**src/mmcd_pkg.sv**
```systemverilog
// Shared widths, register indexes and row conversion for the min/max column decimator.
`timescale 1ns / 1ps
package mmcd_pkg;

  // Field widths of the item and configuration interfaces
  localparam int SAMPLE_W   = 8;
  localparam int COORD_W    = 10;
  localparam int SCOUNT_W   = 16;
  localparam int CCOUNT_W   = 9;
  localparam int SCALE_W    = 24;
  localparam int CFG_DATA_W = 24;
  localparam int CFG_ADDR_W = 3;
  localparam int SCALE_FRAC = 16;

  // Register reset values
  localparam logic [SCOUNT_W-1:0] SAMPLE_COUNT_RST = 16'd8192;
  localparam logic [CCOUNT_W-1:0] COLUMN_COUNT_RST = 9'd278;
  localparam logic [SCALE_W-1:0]  Y_SCALE_RST      = 24'd65536;
  localparam logic [COORD_W-1:0]  BASELINE_Y_RST   = 10'd200;
  localparam logic [COORD_W-1:0]  X_ORIGIN_RST     = 10'd0;

  // Running extremes at the start of an interval
  localparam logic [SAMPLE_W-1:0] MIN_INIT = 8'd255;
  localparam logic [SAMPLE_W-1:0] MAX_INIT = 8'd0;

  // Largest screen coordinate
  localparam logic [COORD_W-1:0] COORD_MAX = 10'd1023;

  // Configuration register indexes
  typedef enum logic [CFG_ADDR_W-1:0] {
    CFG_SAMPLE_COUNT = 3'd0,
    CFG_COLUMN_COUNT = 3'd1,
    CFG_Y_SCALE      = 3'd2,
    CFG_BASELINE_Y   = 3'd3,
    CFG_X_ORIGIN     = 3'd4
  } cfg_idx_t;

  // Screen row of a sample code: baseline - round(v * scale), clamped at zero
  function automatic logic [COORD_W-1:0] to_row(
    input logic [SAMPLE_W-1:0] v,
    input logic [SCALE_W-1:0]  scale,
    input logic [COORD_W-1:0]  base
  );
    logic [SAMPLE_W+SCALE_W-1:0] prod;
    logic [SAMPLE_W+SCALE_W:0]   rnd;
    logic [SAMPLE_W+SCALE_W-SCALE_FRAC:0] drop;
    logic [SAMPLE_W+SCALE_W-SCALE_FRAC:0] base_ext;
    logic [SAMPLE_W+SCALE_W-SCALE_FRAC:0] diff;
    prod     = (SAMPLE_W+SCALE_W)'(v) * (SAMPLE_W+SCALE_W)'(scale);
    rnd      = {1'b0, prod} + (SAMPLE_W+SCALE_W+1)'(1 << (SCALE_FRAC - 1));
    drop     = rnd[SAMPLE_W+SCALE_W:SCALE_FRAC];
    base_ext = (SAMPLE_W+SCALE_W-SCALE_FRAC+1)'(base);
    diff     = base_ext - drop;
    to_row   = (drop >= base_ext) ? '0 : diff[COORD_W-1:0];
  endfunction

endpackage

```
**src/min_max_column_decimator.sv**
```systemverilog
// Min/max column decimator: per-interval extremes of a sample frame, emitted as screen lines.
// Pipeline: input register at the edge that accepts an item, then interval state stage, then
//   row conversion into the output register; out_tready back-pressure can stall all of them.
// One item per cycle when unstalled; the interval compare uses one multiplier at the input register.
// Items that close no interval give no result; the last interval of a frame is never emitted.
// Reset (rst_n low, synchronous): registers to their defaults, frame state to its start,
//   pipeline emptied.
`timescale 1ns / 1ps
module min_max_column_decimator
  import mmcd_pkg::*;
#(
  parameter int MAX_SAMPLES = 32768,
  parameter int MAX_COLUMNS = 512
) (
  input  logic                  clk,
  input  logic                  rst_n,
  // Configuration write port
  input  logic                  cfg_we,
  input  logic [CFG_ADDR_W-1:0] cfg_addr,
  input  logic [CFG_DATA_W-1:0] cfg_wdata,
  // Sample stream
  input  logic                  in_tvalid,
  output logic                  in_tready,
  input  logic [7:0]            in_tdata,   // [7:0] sample
  // Column stream
  output logic                  out_tvalid,
  input  logic                  out_tready,
  output logic [31:0]           out_tdata,  // [9:0] column_x, [19:10] row_of_min, [29:20] row_of_max
  output logic                  out_tlast   // final_column
);

  localparam int IDX_W  = $clog2(MAX_SAMPLES);
  localparam int LEN_W  = $clog2(MAX_SAMPLES + 1);
  localparam int COL_W  = $clog2(MAX_COLUMNS);
  localparam int N_W    = $clog2(MAX_COLUMNS + 1);
  localparam int ACC_W  = IDX_W + COL_W + 2;
  localparam int LCMP_W = (LEN_W > SCOUNT_W) ? LEN_W : SCOUNT_W;
  localparam int CCMP_W = (COL_W > CCOUNT_W) ? COL_W : CCOUNT_W;
  localparam int CX_W   = ((COL_W > COORD_W) ? COL_W : COORD_W) + 1;

  // Configuration registers
  logic [SCOUNT_W-1:0] sample_count_r;
  logic [CCOUNT_W-1:0] column_count_r;
  logic [SCALE_W-1:0]  y_scale_r;
  logic [COORD_W-1:0]  baseline_y_r;
  logic [COORD_W-1:0]  x_origin_r;

  always_ff @(posedge clk) begin
    if (!rst_n) begin
      sample_count_r <= SAMPLE_COUNT_RST;
      column_count_r <= COLUMN_COUNT_RST;
      y_scale_r      <= Y_SCALE_RST;
      baseline_y_r   <= BASELINE_Y_RST;
      x_origin_r     <= X_ORIGIN_RST;
    end else if (cfg_we) begin
      unique case (cfg_idx_t'(cfg_addr))
        CFG_SAMPLE_COUNT: sample_count_r <= cfg_wdata[SCOUNT_W-1:0];
        CFG_COLUMN_COUNT: column_count_r <= cfg_wdata[CCOUNT_W-1:0];
        CFG_Y_SCALE:      y_scale_r      <= cfg_wdata[SCALE_W-1:0];
        CFG_BASELINE_Y:   baseline_y_r   <= cfg_wdata[COORD_W-1:0];
        CFG_X_ORIGIN:     x_origin_r     <= cfg_wdata[COORD_W-1:0];
        default: ;
      endcase
    end
  end

  // Effective frame length and column count, saturated to the build limits
  logic [LCMP_W-1:0] len_wide;
  logic [LEN_W-1:0]  len;
  logic [CCMP_W-1:0] cols_wide;
  logic [COL_W-1:0]  cols;
  logic [N_W-1:0]    n_int;

  always_comb begin
    len_wide = (LCMP_W'(sample_count_r) > LCMP_W'(MAX_SAMPLES)) ?
               LCMP_W'(MAX_SAMPLES) : LCMP_W'(sample_count_r);
    if (len_wide == '0) begin
      len_wide = LCMP_W'(1);
    end
    len       = len_wide[LEN_W-1:0];
    cols_wide = (CCMP_W'(column_count_r) > CCMP_W'(MAX_COLUMNS - 1)) ?
                CCMP_W'(MAX_COLUMNS - 1) : CCMP_W'(column_count_r);
    cols      = cols_wide[COL_W-1:0];
    n_int     = N_W'(cols) + N_W'(1);
  end

  // Pipeline handshakes
  logic a_valid_r, b_valid_r, out_valid_r;
  logic c_ready, b_ready, a_fire, b_take, in_fire;

  assign c_ready   = !out_valid_r || out_tready;
  assign b_ready   = !b_valid_r || c_ready;
  assign a_fire    = a_valid_r && b_ready;
  assign b_take    = b_valid_r && c_ready;
  assign in_tready = !a_valid_r || b_ready;
  assign in_fire   = in_tvalid && in_tready;

  // Input stage: latch sample, sample index product and frame-end flag
  logic [IDX_W-1:0]    s_r, s_nxt;
  logic [SAMPLE_W-1:0] a_sample_r;
  logic [ACC_W-1:0]    a_prod_r;
  logic                a_last_r;
  logic                s_last;

  assign s_last = (LEN_W'(s_r) + LEN_W'(1)) >= len;
  assign s_nxt  = s_last ? '0 : s_r + IDX_W'(1);

  always_ff @(posedge clk) begin
    if (!rst_n) begin
      s_r       <= '0;
      a_valid_r <= 1'b0;
    end else begin
      if (in_fire) begin
        s_r <= s_nxt;
      end
      if (in_tready) begin
        a_valid_r <= in_tvalid;
      end
    end
  end

  always_ff @(posedge clk) begin
    if (in_fire) begin
      a_sample_r <= in_tdata[SAMPLE_W-1:0];
      a_prod_r   <= ACC_W'(n_int) * ACC_W'(IDX_W'(s_r) + (IDX_W+1)'(2));
      a_last_r   <= s_last;
    end
  end

  // Interval stage: running extremes, boundary accumulator, column counter
  logic [SAMPLE_W-1:0] min_r, min_nxt, max_r, max_nxt;
  logic [COL_W-1:0]    col_r, col_nxt;
  logic [ACC_W-1:0]    acc_r, acc_nxt;
  logic                loaded_r, loaded_nxt;
  logic [ACC_W-1:0]    acc_use, two_len;
  logic [SAMPLE_W-1:0] v_min, v_max;
  logic                emit;

  logic [SAMPLE_W-1:0] b_min_r, b_max_r;
  logic [COL_W-1:0]    b_col_r;
  logic                b_final_r;

  always_comb begin
    two_len = ACC_W'({len, 1'b0});
    acc_use = loaded_r ? acc_r : two_len + ACC_W'(n_int);
    v_min   = (a_sample_r < min_r) ? a_sample_r : min_r;
    v_max   = (a_sample_r > max_r) ? a_sample_r : max_r;
    emit    = (col_r < cols) && ({a_prod_r[ACC_W-2:0], 1'b0} > acc_use);

    min_nxt    = min_r;
    max_nxt    = max_r;
    col_nxt    = col_r;
    acc_nxt    = acc_r;
    loaded_nxt = loaded_r;
    if (a_fire) begin
      loaded_nxt = 1'b1;
      if (emit) begin
        min_nxt = MIN_INIT;
        max_nxt = MAX_INIT;
        col_nxt = col_r + COL_W'(1);
        acc_nxt = acc_use + two_len;
      end else begin
        min_nxt = v_min;
        max_nxt = v_max;
        acc_nxt = acc_use;
      end
      // Return to frame start after the last sample
      if (a_last_r) begin
        min_nxt    = MIN_INIT;
        max_nxt    = MAX_INIT;
        col_nxt    = '0;
        acc_nxt    = '0;
        loaded_nxt = 1'b0;
      end
    end
  end

  always_ff @(posedge clk) begin
    if (!rst_n) begin
      min_r     <= MIN_INIT;
      max_r     <= MAX_INIT;
      col_r     <= '0;
      acc_r     <= '0;
      loaded_r  <= 1'b0;
      b_valid_r <= 1'b0;
    end else begin
      min_r    <= min_nxt;
      max_r    <= max_nxt;
      col_r    <= col_nxt;
      acc_r    <= acc_nxt;
      loaded_r <= loaded_nxt;
      if (a_fire) begin
        b_valid_r <= emit;
      end else if (b_take) begin
        b_valid_r <= 1'b0;
      end
    end
  end

  always_ff @(posedge clk) begin
    if (a_fire && emit) begin
      b_min_r   <= v_min;
      b_max_r   <= v_max;
      b_col_r   <= col_r;
      b_final_r <= (CCMP_W'(col_r) + CCMP_W'(1)) == CCMP_W'(cols);
    end
  end

  // Output stage: screen column and rows into the result register
  logic [CX_W-1:0]    cx_sum;
  logic [COORD_W-1:0] col_x_nxt;
  logic [COORD_W-1:0] out_col_x_r, out_row_min_r, out_row_max_r;
  logic               out_final_r;

  assign cx_sum    = CX_W'(x_origin_r) + CX_W'(b_col_r);
  assign col_x_nxt = (cx_sum > CX_W'(COORD_MAX)) ? COORD_MAX : cx_sum[COORD_W-1:0];

  always_ff @(posedge clk) begin
    if (!rst_n) begin
      out_valid_r <= 1'b0;
    end else if (c_ready) begin
      out_valid_r <= b_valid_r;
    end
  end

  always_ff @(posedge clk) begin
    if (b_take) begin
      out_col_x_r   <= col_x_nxt;
      out_row_min_r <= to_row(b_min_r, y_scale_r, baseline_y_r);
      out_row_max_r <= to_row(b_max_r, y_scale_r, baseline_y_r);
      out_final_r   <= b_final_r;
    end
  end

  assign out_tvalid = out_valid_r;
  assign out_tdata  = {2'b00, out_row_max_r, out_row_min_r, out_col_x_r};
  assign out_tlast  = out_final_r;

  // Checks on the pipeline control
  a_hold_on_stall: assert property (@(posedge clk) disable iff (!rst_n)
    (a_valid_r && !b_ready) |=> a_valid_r)
    else $error("input stage lost an item while stalled");

  ready_when_empty: assert property (@(posedge clk) disable iff (!rst_n)
    !a_valid_r |-> in_tready)
    else $error("input not ready with empty input stage");

  frame_restart: assert property (@(posedge clk) disable iff (!rst_n)
    (a_fire && a_last_r) |=> (col_r == '0 && !loaded_r && min_r == MIN_INIT))
    else $error("frame state not restarted after last sample");

  b_load_from_emit: assert property (@(posedge clk) disable iff (!rst_n)
    $rose(b_valid_r) |-> $past(a_fire))
    else $error("interval stage result without a processed item");

endmodule
```
**config.mk**
```make
export PLATFORM = sky130hd
export DESIGN_NAME = min_max_column_decimator
export DESIGN_NICKNAME = d
export VERILOG_FILES = /design/src/mmcd_pkg.sv /design/src/min_max_column_decimator.sv
export SDC_FILE = /design/constraint.sdc
export NUM_CORES = 2
export LEC_CHECK = 0
export BUFFER_PORTS_ARGS = -buffer_cell sky130_fd_sc_hd__buf_2
export CAP_MARGIN = 25
export CORE_MARGIN = 8
export CORE_UTILIZATION = 50
export DETAILED_ROUTE_END_ITERATION = 10
export PLACE_DENSITY = 0.69
export SETUP_SLACK_MARGIN = 0.2
export SYNTH_ARGS = -nofsm -noshare
export SYNTH_HDL_FRONTEND = slang
export SYNTH_SLANG_ARGS = --single-unit
```
**constraint.sdc**
```tcl
create_clock -name clk -period 6.58 [get_ports clk]
set_input_delay 0.658 -clock clk [delete_from_list [all_inputs] [get_ports clk]]
set_output_delay 0.658 -clock clk [all_outputs]
set_load 0.03 [all_outputs]
```
==> results.md <==
- Status: complete, but fails checks
- Violated checks: setup timing
- Pre-CTS setup slack: -313 ps
- Unrepaired setup endpoints after global routing: yes
- Final setup violation count: 10
- Sequential share of power: 0.342
- Cts-stage hold buffer count: 0
- Logic gate share of total power: 0.306
- GRT Util Overall: 0.234
- Critical path type: reg2reg
- Design area: between 0.03 and 0.04 mm²
- Clock sink count: 230
- R2R cell count: 27
- Syn_area_per_cell: 8.68 µm²
- Fmax: 0.150 GHz
- Layout cells sized above 1: 0.164
- Fin crit period: 6650 ps
- Clk pin slew, worst setup/hold paths: around 70 ps
- Cell variety after synth: 83
- Synthesized area: around 0.030 mm²
- Cells after synthesis: between 3k and 4k
- HP Start: in_tdata[2]
- Reg-to-reg startpoint: b_min_r[7]
- Switching Fraction: 0.325
- Iteration-0 DRC Markers: between 1.5k and 2k
- Final GP Congestion: just over 0.9
- Sw Pwr: 1.53 mW
- Vias in the first global route: between 20k and 25k
- Top-Level Pins: 75
- Worst-Margin Slew: 991 ps
- Die width: 262 µm
- Crit path arrival time: 7100 ps
- Die H: 262 µm
- Worst-path maximum fanout: 16
- Worst-skew pair later-pin latency: 610 ps
- Internal: 3.17 mW
- Reg2reg setup slack: -70 ps
- Via density: 5.38
- Leakage: 17.3 nW
- FF-to-FF End: out_row_min_r[3]
- Clock Power Share: 0.352
- Synthesized flop and latch total: between 200 and 250
- Largest net degree at the start of global routing: 60
- CTS H-tree depth: 1
- Placed wire-length estimate: 65,600 µm
- CTS root buffer: clkbuf_16
- Avg WL per Cell: 18.0 µm
- Area post-placement: between 0.03 and 0.04 mm²
- Slew HR: 0.337
- Type of the worst min-delay path: in2reg
- Initial antenna violation count: 1
- Tcrit/Tclk final: 1.01
- Power density over the cells: 132 mW/mm²
- Total gr overflow: 0
- Number of cells on the worst hold path: 1
- First-pass GRT wire length: between 100,000 and 150,000 µm
- Power Total: 4.70 mW
- P&R area growth vs syn: 17.4%
- Final Hold Fails: 0
- Worst VDD drop: 0.000192 V
- Req. time, crit path: around 7000 ps
- Worst setup EP type: register
- Layout Skew: just over 60 ps
- Initial core utilization: 0.504
- Post-synthesis sequential area ratio: 0.182
- Die ar.: 0.0689 mm²
- Post-route ant nets: 0
- Top FF cell, synth: dfxtp_1
- EDFF count, synth: 91
- Vias: between 20k and 25k
- Antenna cells: 0
- # nets final: 4,532
- Critical path startpoint: b_min_r[7]
- Max_cap viols: 0
- Routed WL: a little over 80,000 µm
- First drt pass iteration count: 6
- Drc violations: 0
- Row count: 90
- Warnings, synthesis: 0
- Hold path endpoint: a_sample_r[2]
- Critical Path Source Type: register
- # port buffers: 72
- Max-slew violations: 0
- Clk buf depth: 3
- Final setup margin: -68.1 ps
- Core box area: 0.0602 mm²
- Ys async rst share: 0
- CTS Buf Count: 28
- CTS tree: built
==> cell usage in the layout (no fill, tap or decap), drive strengths merged, types with 15 or more instances in the layout <==
| cell type | count |
|---|---|
| and2 | 286 |
| and3 | 23 |
| a21oi | 182 |
| clkbuf | 41 |
| o211ai | 20 |
| nand3 | 51 |
| nor3 | 31 |
| nand4 | 20 |
| dfxtp | 139 |
| a22oi | 15 |
| inv | 582 |
| nand2 | 486 |
| edfxtp | 91 |
| o21ai | 81 |
| nand2b | 41 |
| fa | 376 |
| o21a | 16 |
| xor2 | 55 |
| mux2 | 15 |
| a21o | 68 |
| nor2 | 169 |
| ha | 342 |
| or3 | 17 |
| xnor2 | 85 |
| buf | 374 |
| nor2b | 29 |
==> kinds of logic (layout without fill, tap and decap cells) <==
logic type / Yosys count / after routing / synth area share
AOI/OAI and AO/OA: 475 / 475 / 0.0988
xor gates and xnor gates: 142 / 142 / 0.0419
adders and majority gates: 720 / 720 / 0.389
buffers and inverters: 715 / 1010 / 0.0892
DFF: 230 / 230 / 0.182
muxes: 26 / 26 / 0.00919
other: 1 / 2 / 0.000123
and+or+nand+nor: 1191 / 1191 / 0.190
==> Yosys cell counts, types with 15 or more instances <==
cell type  number  area, µm²
nor2_1        169        634
xnor2_1        85        744
nand4_1        20        125
a22oi_1        15        113
nand3_1        51        255
o21a_1         16        120
and2_1        285       1780
ha_1          342       4280
fa_1          376       7530
clkbuf_1      123        462
nor3_1         31        155
nand2b_1       41        257
mux2_2         15        169
dfxtp_1       139       2780
o211ai_1       20        150
o21ai_0        78        390
a21oi_1       182        911
edfxtp_1       91       2730
or3_1          16        100
nor2b_1        29        181
nand2_1       486       1820
and3_1         21        131
a21o_1         68        510
inv_1         579       2170
xor2_1         55        482
==> layer usage <==
layer	vias to the layer above	GRT usage	part of all wire
li1	11700	-	-
met1	12100	0.317	0.44
met2	745	0.382	0.46
met3	132	0.0339	0.064
met4	2	0.0782	0.036
met5	-	0	0.00013
==> area by class of cell <==
cell class              instances  area (µm²)
flip-flops and latches        230        5540
multi-input cells            2556       23100
repair buffers                374        2830
inverters                     584        2200
clock inverters                11         121
fillers                      5197       24600
clock buffers                  41         865
well taps                     782         978
==> power groups by stage <==
stage / Combinational [mW] / Sequential [mW] / Clock [mW]
5_1_grt: 1.59 / 1.61 / 1.74
3_3_place_gp: 1.23 / 1.64 / 0
2_1_floorplan: 0.806 / 1.64 / 0
4_1_cts: 1.34 / 1.61 / 1.68
3_5_place_dp: 1.26 / 1.64 / 0
6_report: 1.44 / 1.61 / 1.65
==> worst max-delay path: stages, from the launching register on <==
cell and delay (ps):
edfxtp_1 440, buf_4 150, buf_6 100, buf_8 150
nand2_1 90, fa_1 540, inv_1 60, fa_1 510
fa_1 570, fa_1 460, ha_4 280, a21o_1 150
a21o_1 170, a21o_1 180, a2bb2oi_2 140, buf_4 140
nand2_1 70, a21o_1 190, a21o_1 190, xor2_2 160
ha_1 330, nand4_1 100, nor2_1 60, a2111o_1 380
a221o_1 340, a2111oi_4 250, buf_4 200, nor3b_2 150
==> how the worst max path moves through the flow <==
| stage | slack, ps | end | cells past startpoint |
|---|---|---|---|
| after global routing | -380 | out_row_min_r[3] | 29 |
| final | -70 | out_row_min_r[3] | 27 |
| after detailed placement | -310 | out_row_min_r[3] | 28 |
| after floorplan | 200 | out_row_min_r[3] | 28 |
| after CTS | -90 | out_row_min_r[3] | 27 |
| after global placement | -180 | out_row_min_r[3] | 28 |
==> per-stage QoR <==
stage | hold WS [ps] | std cells | TNS (ps) | util
floorplan | 400 | 3501 | 0 | -
global placement | 406 | 4480 | -1340 | 0.552
CTS | 252 | 4559 | -654 | 0.580
detailed placement | 405 | 4480 | -2690 | 0.552
finish | 276 | 4578 | -309 | 0.592
global route | 254 | 4578 | -3340 | 0.592
==> what timing repair did <==
item,4_1_cts,5_1_grt
endpoints found under the setup margin,25,99
pin swaps,65,93
resized for setup,104,139
gates cloned,1,0
buffers inserted,26,18
==> flip-flops by register name, summed over array words and instances, names as in the netlist, 10 cells and up <==
signal and count:
x_origin_r 10, out_row_min_r 10, baseline_y_r 10, s_r 15
out_row_max_r 10, y_scale_r 24, acc_r 26, out_col_x_r 10
sample_count_r 16, a_prod_r 25
No activity file was read; power rests on OpenSTA's default activity.
